==> config.mk <==
export PLATFORM = sky130hd
export DESIGN_NAME = gnss_binary_frame_deframer
export DESIGN_NICKNAME = d
export VERILOG_FILES = /design/src/rtl/core/gnssd_pkg.sv /design/src/rtl/core/gnssd_in_stage.sv /design/src/rtl/core/gnssd_parser.sv /design/src/rtl/core/gnssd_out_stage.sv /design/src/rtl/core/gnss_binary_frame_deframer.sv
export VERILOG_INCLUDE_DIRS = /design/src /design/src/rtl/core
export SDC_FILE = /design/constraint.sdc
export NUM_CORES = 1
export LEC_CHECK = 0
export BUFFER_PORTS_ARGS = -buffer_cell sky130_fd_sc_hd__buf_2
export CORE_ASPECT_RATIO = 0.9
export CORE_MARGIN = 2
export CORE_UTILIZATION = 30
export CTS_BUF_LIST = sky130_fd_sc_hd__clkbuf_8
export CTS_CLUSTER_DIAMETER = 50
export DETAILED_ROUTE_END_ITERATION = 7
export PLACE_DENSITY_LB_ADDON = 0.25
export REMOVE_ABC_BUFFERS = 1
export SYNTH_ARGS = -nofsm -noshare
export SYNTH_HDL_FRONTEND = slang
export SYNTH_SLANG_ARGS = --single-unit
==> constraint.sdc <==
create_clock -name clk -period 10.65 [get_ports clk]
set_clock_uncertainty 0.15 [all_clocks]
set_input_delay 1.5975 -clock clk [delete_from_list [all_inputs] [get_ports clk]]
set_output_delay 1.5975 -clock clk [all_outputs]
set_load 0.05 [all_outputs]
==> src/rtl/core/assert_macros.svh <==
// Assertion macros shared by the deframer RTL.
// Each macro expects a clock named clk and a synchronous reset named rst in scope.
`ifndef ASSERT_MACROS_SVH
`define ASSERT_MACROS_SVH

// The condition must hold at every clock edge outside reset.
`define ASSERT_ALWAYS(label, cond, msg) \
  label: assert property (@(posedge clk) disable iff (rst) (cond)) else $error(msg);

// The consequent must hold in the same cycle as the antecedent.
`define ASSERT_IMPLIES(label, ante, cons, msg) \
  label: assert property (@(posedge clk) disable iff (rst) (ante) |-> (cons)) else $error(msg);

// The consequent must hold in the cycle after the antecedent.
`define ASSERT_NEXT(label, ante, cons, msg) \
  label: assert property (@(posedge clk) disable iff (rst) (ante) |=> (cons)) else $error(msg);

`endif

==> src/rtl/core/gnssd_pkg.sv <==
// Shared types and constants for the binary GNSS frame deframer.
// No dependencies; imported by the parser, the result register and the top of the block.
package gnssd_pkg;

  localparam logic [7:0]  SYNC_FIRST    = 8'hB5;
  localparam logic [7:0]  SYNC_SECOND   = 8'h62;
  localparam logic [16:0] CHECK_BYTES   = 17'd2;
  localparam logic [15:0] MAX_LEN_RESET = 16'd4088;

  // Role of each byte within the stream.
  localparam logic [1:0] ROLE_DROP    = 2'd0;
  localparam logic [1:0] ROLE_HEADER  = 2'd1;
  localparam logic [1:0] ROLE_PAYLOAD = 2'd2;
  localparam logic [1:0] ROLE_CHECK   = 2'd3;

  // Frame events raised on the byte that ends or rejects a frame.
  localparam logic [1:0] EV_NONE     = 2'd0;
  localparam logic [1:0] EV_GOOD     = 2'd1;
  localparam logic [1:0] EV_BAD_SUM  = 2'd2;
  localparam logic [1:0] EV_TOO_LONG = 2'd3;

  typedef enum logic [2:0] {
    ST_HUNT,
    ST_SYNC2,
    ST_CLASS,
    ST_ID,
    ST_LEN_LO,
    ST_LEN_HI,
    ST_LEN_CHECK,
    ST_BODY
  } fsm_t;

  typedef struct packed {
    logic [7:0]  out_byte;
    logic [1:0]  byte_role;
    logic [1:0]  frame_event;
    logic [7:0]  class_id;
    logic [7:0]  message_id;
    logic [15:0] payload_len;
    logic [31:0] corrupt_count;
  } result_t;

endpackage

==> src/rtl/core/gnssd_in_stage.sv <==
// Input register of the deframer: holds one received word until the parser takes it.
// Depends on nothing but its ports.
module gnssd_in_stage (
  input  logic       clk,
  input  logic       rst,
  input  logic       in_valid,
  input  logic [7:0] in_byte,
  output logic       in_stall,
  input  logic       out_free,
  output logic       s1_valid,
  output logic [7:0] s1_byte,
  output logic       fire
);

  // The held word moves on whenever the result register can take a new result.
  assign fire     = s1_valid && out_free;
  assign in_stall = s1_valid && !out_free;

  always_ff @(posedge clk) begin
    if (rst) begin
      s1_valid <= 1'b0;
    end else if (in_valid && !in_stall) begin
      s1_valid <= 1'b1;
    end else if (fire) begin
      s1_valid <= 1'b0;
    end
  end

  always_ff @(posedge clk) begin
    if (in_valid && !in_stall) begin
      s1_byte <= in_byte;
    end
  end

endmodule

==> src/rtl/core/gnssd_parser.sv <==
// Frame state machine, running Fletcher checksum and corrupt frame counter.
// Uses gnssd_pkg; forms one result per word from the current frame state.
module gnssd_parser (
  input  logic                 clk,
  input  logic                 rst,
  input  logic                 fire,
  input  logic [7:0]           s1_byte,
  input  logic [15:0]          max_len,
  output gnssd_pkg::result_t   result
);
  import gnssd_pkg::*;

  fsm_t        state;
  fsm_t        state_next;
  logic [16:0] remaining;
  logic [16:0] remaining_next;
  logic [7:0]  sum_a;
  logic [7:0]  sum_a_next;
  logic [7:0]  sum_b;
  logic [7:0]  sum_b_next;
  logic [7:0]  frame_class;
  logic [7:0]  frame_class_next;
  logic [7:0]  frame_id;
  logic [7:0]  frame_id_next;
  logic [7:0]  length_low;
  logic [7:0]  length_low_next;
  logic [15:0] frame_length;
  logic [15:0] frame_length_next;
  logic [7:0]  first_check_byte;
  logic [7:0]  first_check_byte_next;
  logic [31:0] bad_frames;
  logic [31:0] bad_frames_next;

  logic [7:0]  sum_a_add;
  logic [7:0]  sum_b_add;
  logic [16:0] rem_eff;
  logic        too_long;
  logic [1:0]  role;
  logic [1:0]  event_code;
  logic        done;

  assign sum_a_add = sum_a + s1_byte;
  assign sum_b_add = sum_b + sum_a_add;
  assign too_long  = frame_length > max_len;
  // On the first byte after the header the count is loaded from the length field.
  assign rem_eff   = (state == ST_LEN_CHECK) ? ({1'b0, frame_length} + CHECK_BYTES) : remaining;

  always_comb begin
    state_next = state;
    case (state)
      ST_HUNT:      state_next = (s1_byte == SYNC_FIRST) ? ST_SYNC2 : ST_HUNT;
      ST_SYNC2:     state_next = (s1_byte == SYNC_SECOND) ? ST_CLASS : ST_HUNT;
      ST_CLASS:     state_next = ST_ID;
      ST_ID:        state_next = ST_LEN_LO;
      ST_LEN_LO:    state_next = ST_LEN_HI;
      ST_LEN_HI:    state_next = ST_LEN_CHECK;
      ST_LEN_CHECK: begin
        if (too_long || rem_eff < CHECK_BYTES) begin
          state_next = ST_HUNT;
        end else begin
          state_next = ST_BODY;
        end
      end
      ST_BODY:      state_next = (rem_eff < CHECK_BYTES) ? ST_HUNT : ST_BODY;
      default:      state_next = ST_HUNT;
    endcase
  end

  always_comb begin
    role                  = ROLE_DROP;
    event_code            = EV_NONE;
    done                  = 1'b0;
    remaining_next        = remaining;
    sum_a_next            = sum_a;
    sum_b_next            = sum_b;
    frame_class_next      = frame_class;
    frame_id_next         = frame_id;
    length_low_next       = length_low;
    frame_length_next     = frame_length;
    first_check_byte_next = first_check_byte;
    bad_frames_next       = bad_frames;
    case (state)
      ST_HUNT: begin
        if (s1_byte == SYNC_FIRST) begin
          role = ROLE_HEADER;
        end
      end
      ST_SYNC2: begin
        if (s1_byte == SYNC_SECOND) begin
          role = ROLE_HEADER;
        end else begin
          done = 1'b1;
        end
      end
      ST_CLASS: begin
        role             = ROLE_HEADER;
        frame_class_next = s1_byte;
        sum_a_next       = sum_a_add;
        sum_b_next       = sum_b_add;
      end
      ST_ID: begin
        role          = ROLE_HEADER;
        frame_id_next = s1_byte;
        sum_a_next    = sum_a_add;
        sum_b_next    = sum_b_add;
      end
      ST_LEN_LO: begin
        role            = ROLE_HEADER;
        length_low_next = s1_byte;
        sum_a_next      = sum_a_add;
        sum_b_next      = sum_b_add;
      end
      ST_LEN_HI: begin
        role              = ROLE_HEADER;
        frame_length_next = {s1_byte, length_low};
        sum_a_next        = sum_a_add;
        sum_b_next        = sum_b_add;
      end
      ST_LEN_CHECK, ST_BODY: begin
        if (state == ST_LEN_CHECK && too_long) begin
          event_code      = EV_TOO_LONG;
          bad_frames_next = bad_frames + 32'd1;
          done            = 1'b1;
        end else begin
          if (rem_eff > CHECK_BYTES) begin
            role       = ROLE_PAYLOAD;
            sum_a_next = sum_a_add;
            sum_b_next = sum_b_add;
          end else if (rem_eff == CHECK_BYTES) begin
            role                  = ROLE_CHECK;
            first_check_byte_next = s1_byte;
          end else begin
            role = ROLE_CHECK;
            if (first_check_byte == sum_a && s1_byte == sum_b) begin
              event_code = EV_GOOD;
            end else begin
              event_code      = EV_BAD_SUM;
              bad_frames_next = bad_frames + 32'd1;
            end
            done = 1'b1;
          end
          remaining_next = rem_eff - 17'd1;
        end
      end
      default: begin
        done = 1'b1;
      end
    endcase
  end

  // The result shows the frame as it stands after this byte, before any clearing.
  always_comb begin
    result.out_byte      = s1_byte;
    result.byte_role     = role;
    result.frame_event   = event_code;
    result.class_id      = frame_class_next;
    result.message_id    = frame_id_next;
    result.payload_len   = frame_length_next;
    result.corrupt_count = bad_frames_next;
  end

  always_ff @(posedge clk) begin
    if (rst) begin
      state            <= ST_HUNT;
      remaining        <= '0;
      sum_a            <= '0;
      sum_b            <= '0;
      frame_class      <= '0;
      frame_id         <= '0;
      length_low       <= '0;
      frame_length     <= '0;
      first_check_byte <= '0;
      bad_frames       <= '0;
    end else if (fire) begin
      state      <= state_next;
      bad_frames <= bad_frames_next;
      if (done) begin
        remaining        <= '0;
        sum_a            <= '0;
        sum_b            <= '0;
        frame_class      <= '0;
        frame_id         <= '0;
        length_low       <= '0;
        frame_length     <= '0;
        first_check_byte <= '0;
      end else begin
        remaining        <= remaining_next;
        sum_a            <= sum_a_next;
        sum_b            <= sum_b_next;
        frame_class      <= frame_class_next;
        frame_id         <= frame_id_next;
        length_low       <= length_low_next;
        frame_length     <= frame_length_next;
        first_check_byte <= first_check_byte_next;
      end
    end
  end

endmodule

==> src/rtl/core/gnssd_out_stage.sv <==
// Result register of the deframer with its valid flag.
// Uses gnssd_pkg for the result structure.
module gnssd_out_stage (
  input  logic                clk,
  input  logic                rst,
  input  logic                fire,
  input  gnssd_pkg::result_t  result,
  input  logic                out_stall,
  output logic                out_valid,
  output logic                out_free,
  output gnssd_pkg::result_t  res_q
);
  import gnssd_pkg::*;

  // A new result may enter when the register is empty or its word leaves now.
  assign out_free = !out_valid || !out_stall;

  always_ff @(posedge clk) begin
    if (rst) begin
      out_valid <= 1'b0;
    end else if (fire) begin
      out_valid <= 1'b1;
    end else if (!out_stall) begin
      out_valid <= 1'b0;
    end
  end

  always_ff @(posedge clk) begin
    if (fire) begin
      res_q <= result;
    end
  end

endmodule

==> src/rtl/core/gnss_binary_frame_deframer.sv <==
// Binary GNSS frame deframer: one received word in, one annotated word out.
// An accepted word is held in the input register, then its result is registered in the result register.
// Throughput: one word per cycle while out_stall is low; the parser updates checksum and counters in a single pass.
// Reset (rst, synchronous): empties both registers, returns to hunting, clears the corrupt
// count and loads the payload limit with 4088. No clearing pass is needed.
`include "assert_macros.svh"

module gnss_binary_frame_deframer (
  input  logic        clk,
  input  logic        rst,
  input  logic        cfg_valid,
  output logic        cfg_ready,
  input  logic [15:0] cfg_data,
  input  logic        in_valid,
  output logic        in_stall,
  input  logic [7:0]  in_byte,
  output logic        out_valid,
  input  logic        out_stall,
  output logic [7:0]  out_byte,
  output logic [1:0]  byte_role,
  output logic [1:0]  frame_event,
  output logic [7:0]  class_id,
  output logic [7:0]  message_id,
  output logic [15:0] payload_len,
  output logic [31:0] corrupt_count
);
  import gnssd_pkg::*;

  logic [15:0] max_payload_len;
  logic        out_free;
  logic        s1_valid;
  logic [7:0]  s1_byte;
  logic        fire;
  result_t     result;
  result_t     res_q;

  assign cfg_ready = 1'b1;

  always_ff @(posedge clk) begin
    if (rst) begin
      max_payload_len <= MAX_LEN_RESET;
    end else if (cfg_valid && cfg_ready) begin
      max_payload_len <= cfg_data;
    end
  end

  gnssd_in_stage u_in_stage (
    .clk      (clk),
    .rst      (rst),
    .in_valid (in_valid),
    .in_byte  (in_byte),
    .in_stall (in_stall),
    .out_free (out_free),
    .s1_valid (s1_valid),
    .s1_byte  (s1_byte),
    .fire     (fire)
  );

  gnssd_parser u_parser (
    .clk     (clk),
    .rst     (rst),
    .fire    (fire),
    .s1_byte (s1_byte),
    .max_len (max_payload_len),
    .result  (result)
  );

  gnssd_out_stage u_out_stage (
    .clk       (clk),
    .rst       (rst),
    .fire      (fire),
    .result    (result),
    .out_stall (out_stall),
    .out_valid (out_valid),
    .out_free  (out_free),
    .res_q     (res_q)
  );

  assign out_byte      = res_q.out_byte;
  assign byte_role     = res_q.byte_role;
  assign frame_event   = res_q.frame_event;
  assign class_id      = res_q.class_id;
  assign message_id    = res_q.message_id;
  assign payload_len   = res_q.payload_len;
  assign corrupt_count = res_q.corrupt_count;

  `ASSERT_IMPLIES(a_stall_only_when_full, in_stall, s1_valid && out_valid && out_stall, "input stalled while a stage is free")
  `ASSERT_NEXT(a_accept_is_held, in_valid && !in_stall, s1_valid, "accepted word not held in the input register")
  `ASSERT_IMPLIES(a_good_on_check, out_valid && frame_event == EV_GOOD, byte_role == ROLE_CHECK, "good frame flagged off a checksum word")

endmodule

== After elaboration in Yosys (flattened, before gate mapping) ==
Cells that the tools add are included.

* Bits in registers: 218

* Order comparisons: 3
* Add/sub/neg operators: 5
* Equality and inequality tests: 17
* Reduce and logical (&&, ||, !) cells: 23
* Mux-type cells: 53

{| class="wikitable"
|+ Operators by type and width
! operator !! count
|-
| $mux 32 || 5
|-
| $mux 8 || 17
|-
| $mux 17 || 4
|-
| $add 32x1->32 const B || 1
|-
| $mux 16 || 2
|-
| $pmux 8 s2 || 2
|-
| $pmux 3 s8 || 1
|-
| $add 16x2->17 const B || 1
|-
| $eq 17x2->1 const B || 1
|-
| $gt 17x2->1 const B || 1
|-
| $lt 17x2->1 const B || 1
|-
| $sub 17x1->17 const B || 1
|-
| $add 8x8->8 || 2
|-
| $eq 8x8->1 || 2
|-
| $gt 16x16->1 || 1
|-
| $eq 3x3->1 const B || 4
|-
| $mux 1 || 12
|-
| $mux 2 || 6
|-
| $eq 8x7->1 const B || 1
|-
| $eq 8x8->1 const B || 1
|-
| $pmux 2 s4 || 1
|-
| $reduce_bool 2->1 || 4
|-
| $eq 3x2->1 const B || 2
|-
| $mux 3 || 2
|-
| 16 further kinds || 26
|}

== Longest topological paths before layout ==
* Depth in word-level cells: 9
* Gate-level depth with buffers: 15

== Modules after synthesis ==
Synthesis repeated with hierarchy kept, for this count alone.

* Cell total of the unflattened synthesis: 1142
* Area, all modules: 11213.3 um^2

{| class="wikitable"
|+ Modules (own cells, without submodules)
! module !! cells an instance !! times used !! area each (um^2)
|-
| gnssd_parser || 995 || 1 || 7976.4
|-
| gnssd_out_stage || 80 || 1 || 2314.7
|-
| gnss_binary_frame_deframer || 54 || 1 || 625.6
|-
| gnssd_in_stage || 13 || 1 || 296.5
|}

== Least setup slack after synthesis ==
OpenSTA, ideal clock, no wires.

* Kind: input to register
* From: input port out_stall
* To: register u_parser.state[2]
* Path slack: 5.685 ns
* Required time: 10.423 ns
* Data arrival time: 4.738 ns
* Stages on the path: 6
* Cell sequence: nand2_1 -> nand2_1 -> inv_2 -> buf_1 -> o21ai_0 -> a21oi_1

* Longest elaborated chain between the ends: 3

{| class="wikitable"
|+ RTL lines
! what !! line !! source
|-
| from (decl) || gnss_binary_frame_deframer.sv:18 || <nowiki>input logic out_stall,</nowiki>
|-
| $logic_not 1->1 || gnssd_out_stage.sv:16 || <nowiki>assign out_free = !out_valid || !out_stall;</nowiki>
|-
| $logic_or 1x1->1 || gnssd_out_stage.sv:16 ||
|-
| $logic_and 1x1->1 || gnssd_in_stage.sv:16 || <nowiki>assign fire = s1_valid && out_free;</nowiki>
|-
| named net fire || gnss_binary_frame_deframer.sv:33 || <nowiki>logic fire;</nowiki>
|-
| to (signal assigned) || gnssd_parser.sv:175 || <nowiki>state <= state_next;</nowiki>
|-
| to (decl) || gnssd_parser.sv:13 || <nowiki>fsm_t state;</nowiki>
|}

The timed path passes the listed nets, and every way through them passes these cells.
A chain may end at the register's enable or synchronous reset.

== Final worst setup path ==
* From: register u_parser.state[1]
* To: register u_parser.sum_a[0]

* Longest elaborated chain between the ends: 9

{| class="wikitable"
|+ RTL lines
! what !! line !! source
|-
| branches (longest 9 deep; another with $gt 17x2->1) || -- ||
|-
| to (signal assigned) || gnssd_parser.sv:188 || <nowiki>sum_a <= sum_a_next;</nowiki>
|-
| to (decl) || gnssd_parser.sv:17 || <nowiki>logic [7:0] sum_a;</nowiki>
|}

Parallel ways; which one is timed is not known.

==> impl_metrics.py <==
metrics = {
    "finish": {
        "fillers": 3717,
        "nets": 1271,
        "diodes": 0,
        "area_growth_pct": 15.07,
        "final_cells": 1711,
        "drive_above_1_share_pct": 18.79,
        "register_area_sq_um": 5205,
        "multiInputGateArea_sq_um": 5473,
        "utilization_pct": 35.24,
    },
    "power": {
        "peakVddDrop_uv": 85.88,
        "p_leak_nw": 4.918,
        "power_density_nw_per_um2": 141.2,
    },
    "worst_setup_path": {
        "worstRegToRegCells": 9,
        "cp-start-kind": "register",
        "required_ns": 10.98,
        "end_kind": "register",
        "timing.rr.end": "u_parser.sum_a[0]",
        "crit_chain": "nand3b_1 > o21ai_1 > ha_1 > nor2_1 > and3_1 > a21oi_4 > buf_4 > o2111a_1 > a22o_1",
        "crit_slowest_cell": "nand3b_1",
        "crit_path_max_incr_delay_ns": 0.70,
        "crit_buf_inv": 1,
        "cp_top_family": "compound AO/OA/AOI/OAI gates",
        "arrival_ns": 5.14,
        "reg2reg_from": "u_parser.state[1]",
        "reg2reg_slack_ns": 5.84,
        "crit_fanout": 25,
        "critPathKind": "register to register",
    },
    "yosys": {
        "synth_edf_count": 84,
        "synth_area_leaders": "dfxtp_1, edfxtp_1, ha_1, nand2_1, a21oi_1",
        "ys_ff_latch": 218,
        "async_flop_share_pct": 0,
        "syn_inst": 1121,
        "ys_seq_area_share_pct": 46.67,
        "synth_compound_area_share_pct": 16.40,
        "synthFlopType": "dfxtp_1",
        "netlist_area_sq_um": 11150,
        "synth_top_family_by_area": "simple AND/OR/NAND/NOR gates",
        "ys_warn_count": 0,
        "synthDominantCellAreaShare_pct": 24.05,
        "yosys-mux-area-fraction_pct": 5.756,
        "synthXorXnorAreaFrac_pct": 6.047,
        "synthAdderAreaFrac_pct": 4.174,
        "synthSimpleGateAreaFrac_pct": 16.57,
        "synth_cell_types": 76,
        "syn_avg_cell_area_sq_um": 9.948,
        "synth.largest_area_cell": "dfxtp_1",
    },
    "drt": {
        "routed_wl_mm": 29.75,
        "vias_per_cell": 5.150,
        "num_vias": 8811,
        "firstDrtPassIters": 5,
        "drc_errors": 0,
        "drtAntennaViolNets": 0,
        "drt_iter0_markers": 651,
        "route.detailed.wl_per_inst_um": 17.39,
    },
    "global_routing": {
        "antenna_found_initial": 0,
        "grt_use_met2_pct": 22.71,
        "grt-ovfl-total": 0,
        "grt_util_met3_pct": 2.938,
        "grt_pass1_wl_mm": 47.71,
        "grt_usage_pct": 15.13,
        "top_usage_layer": "met2",
        "grt_pass1_vias": 8443,
        "grt_max_degree": 59,
        "grtUsageMet1_pct": 21.90,
    },
    "worst_hold_path": {
        "holdPathEnd": "u_parser.frame_id[2]",
        "hold_depth": 2,
        "min_from": "u_parser.frame_id[2]",
        "hold_class": "register to register",
    },
    "die": {
        "die_width_um": 207.2,
        "die-area_sq_um": 38730,
        "fp.coreArea_sq_um": 36420,
        "ioPinCount": 108,
        "rows": 66,
        "initial_core_util_pct": 30.62,
        "die-height_um": 186.9,
    },
    "timing": {
        "max-slew-margin-rel_pct": 31.40,
        "timing.hold.ws_ns": 0.3020,
        "fin_crit_ns": 4.813,
        "rsz0062_at_grt": "false",
        "tightestPinTransition_ns": 1.026,
        "setup_viol": 0,
        "fin_crit_sh_pct": 45.19,
        "timing.fmax_mhz": 207.8,
        "slew_viol_final": 0,
        "finalHoldViolCount": 0,
        "tns_ns": 0,
    },
    "placement": {
        "dpl.hpwl_mm": 19.39,
        "placed_cells": 1641,
        "io_buffers": 106,
        "routabilityCongestion": 0.8034,
    },
    "clock_network": {
        "cts_hold_buf": 0,
        "cts_tree": "done",
        "cts_max_level": 2,
        "post_cts_buffers": 0,
        "clk_path_buf_depth": 3,
        "cts_root_buffer": "clkbuf_8",
        "insertion_delay_ns": 0.56,
        "cts_sinks": 218,
        "clk_transition_reported_paths_ns": 0.06,
        "cts_resized": 0,
        "cts_buffers": 39,
    },
    "run": {
        "drv_cap": 0,
    },
    "outcome": {
        "outcome": "finished, final reports clean",
    },
}
-- placed cells by master (no fill, tap or decap), drive strengths merged, types with 7 or more instances in the layout --
cell type    n
a31oi        7
nor4        23
nor3        16
mux2        41
mux2i       18
nor2b       14
and3         9
o31ai       17
ha          34
or3         10
clkinv      15
o21ai       21
xnor2       45
edfxtp      84
nand2b       8
inv         48
dfxtp      134
a22o        29
xor2        32
buf        120
nand2      114
nor2        64
nand4       22
or4         26
nand3       30
clkbuf      41
o211ai      58
a21oi       86
-- cells by family (layout without fill, tap and decap cells) --
group,after synthesis,in the layout
mux,59,59
fa+ha+maj,36,36
other cells,1,1
flops,218,218
simple gates,357,357
xor+xnor,77,77
buf+inv,115,229
compound gates,258,258
-- cell usage after synthesis, drive strengths merged (4+ instances only) --
master  instances
or4            26
ha             34
o21a            4
nor4           23
nand4          22
buf            30
nand2         114
clkbuf         46
nor2           64
and3            9
nand3          30
mux2           41
o211ai         58
nand2b          8
nor2b          14
nand3b          6
nor3           16
a22o           29
edfxtp         84
xnor2          45
a31oi           7
xor2           32
inv            38
or3            10
a21oi          86
dfxtp         134
a21o            6
mux2i          18
o31ai          17
o21ai          21
-- sequential cells by signal, indices dropped and copies added (netlist names) --
signal,count
u_in_stage.s1_byte,8
u_parser.first_check_byte,8
u_parser.sum_b,8
u_out_stage.res_q,76
u_parser.remaining,17
u_out_stage.out_valid,1
u_parser.frame_id,8
u_parser.length_low,8
u_parser.bad_frames,32
max_payload_len,16
u_parser.frame_class,8
u_parser.state,3
u_parser.frame_length,16
u_in_stage.s1_valid,1
u_parser.sum_a,8
-- worst min-delay path, delay by kind of cell, from the launching register on --
family           cells  cell delay [ns]
flip-flops           1             0.31
AND/OR/NAND/NOR      1             0.05
AO/OA/AOI/OAI        1             0.05
-- layer usage --
| metal | part of all wire, % | up-vias | wire (um) |
|---|---|---|---|
| met5 | 0 | - | 0 |
| met4 | 2.2 | 0 | 640 |
| met3 | 4.8 | 51 | 1423 |
| met2 | 43 | 195 | 12850 |
| met1 | 50 | 4258 | 14830 |
| li1 | - | 4307 | - |
-- worst max-delay path by stage --
stage,startpoint,end,slack [ns],depth (start not counted)
after floorplan,out_stall,u_parser.remaining[15],4.97,7
after global placement,out_stall,u_parser.sum_b[6],5.81,9
after detailed placement,out_stall,u_parser.sum_a[4],5.72,9
after CTS,u_parser.state[1],u_parser.sum_a[0],5.81,9
after global routing,u_parser.state[1],u_parser.sum_b[2],5.41,9
final,u_parser.state[1],u_parser.sum_a[0],5.84,9
-- power breakdown --
group / switching (mW) / internal, mW / total [mW] / leakage, nW
logic: 0.0978 / 0.0273 / 0.125 / 2.64
clock network: 0.358 / 0.432 / 0.790 / 0.426
registers: 0.0121 / 0.884 / 0.897 / 1.85
total: 0.468 / 1.34 / 1.81 / 4.92
-- final cells by class --
class                           count  share of cell area, %
Multi-Input combinational cell    788                  42.65
Timing Repair Buffer              120                  4.973
Clock buffer                       41                  4.397
Clock inverter                     29                  1.619
Tap cell                          476                  4.641
Sequential cell                   218                  40.56
Inverter                           39                  1.160
-- metrics by stage --
stage / power, mW / instance area, sq um / setup slack [ns]
after floorplan: 0.9927 / 10810 / 4.968
after global placement: 1.041 / 12060 / 5.810
after detailed placement: 1.041 / 12060 / 5.722
after CTS: 1.843 / 12830 / 5.811
after global routing: 1.888 / 12830 / 5.414
final: 1.812 / 12830 / 5.837
Power figures use the tool's default switching activity.
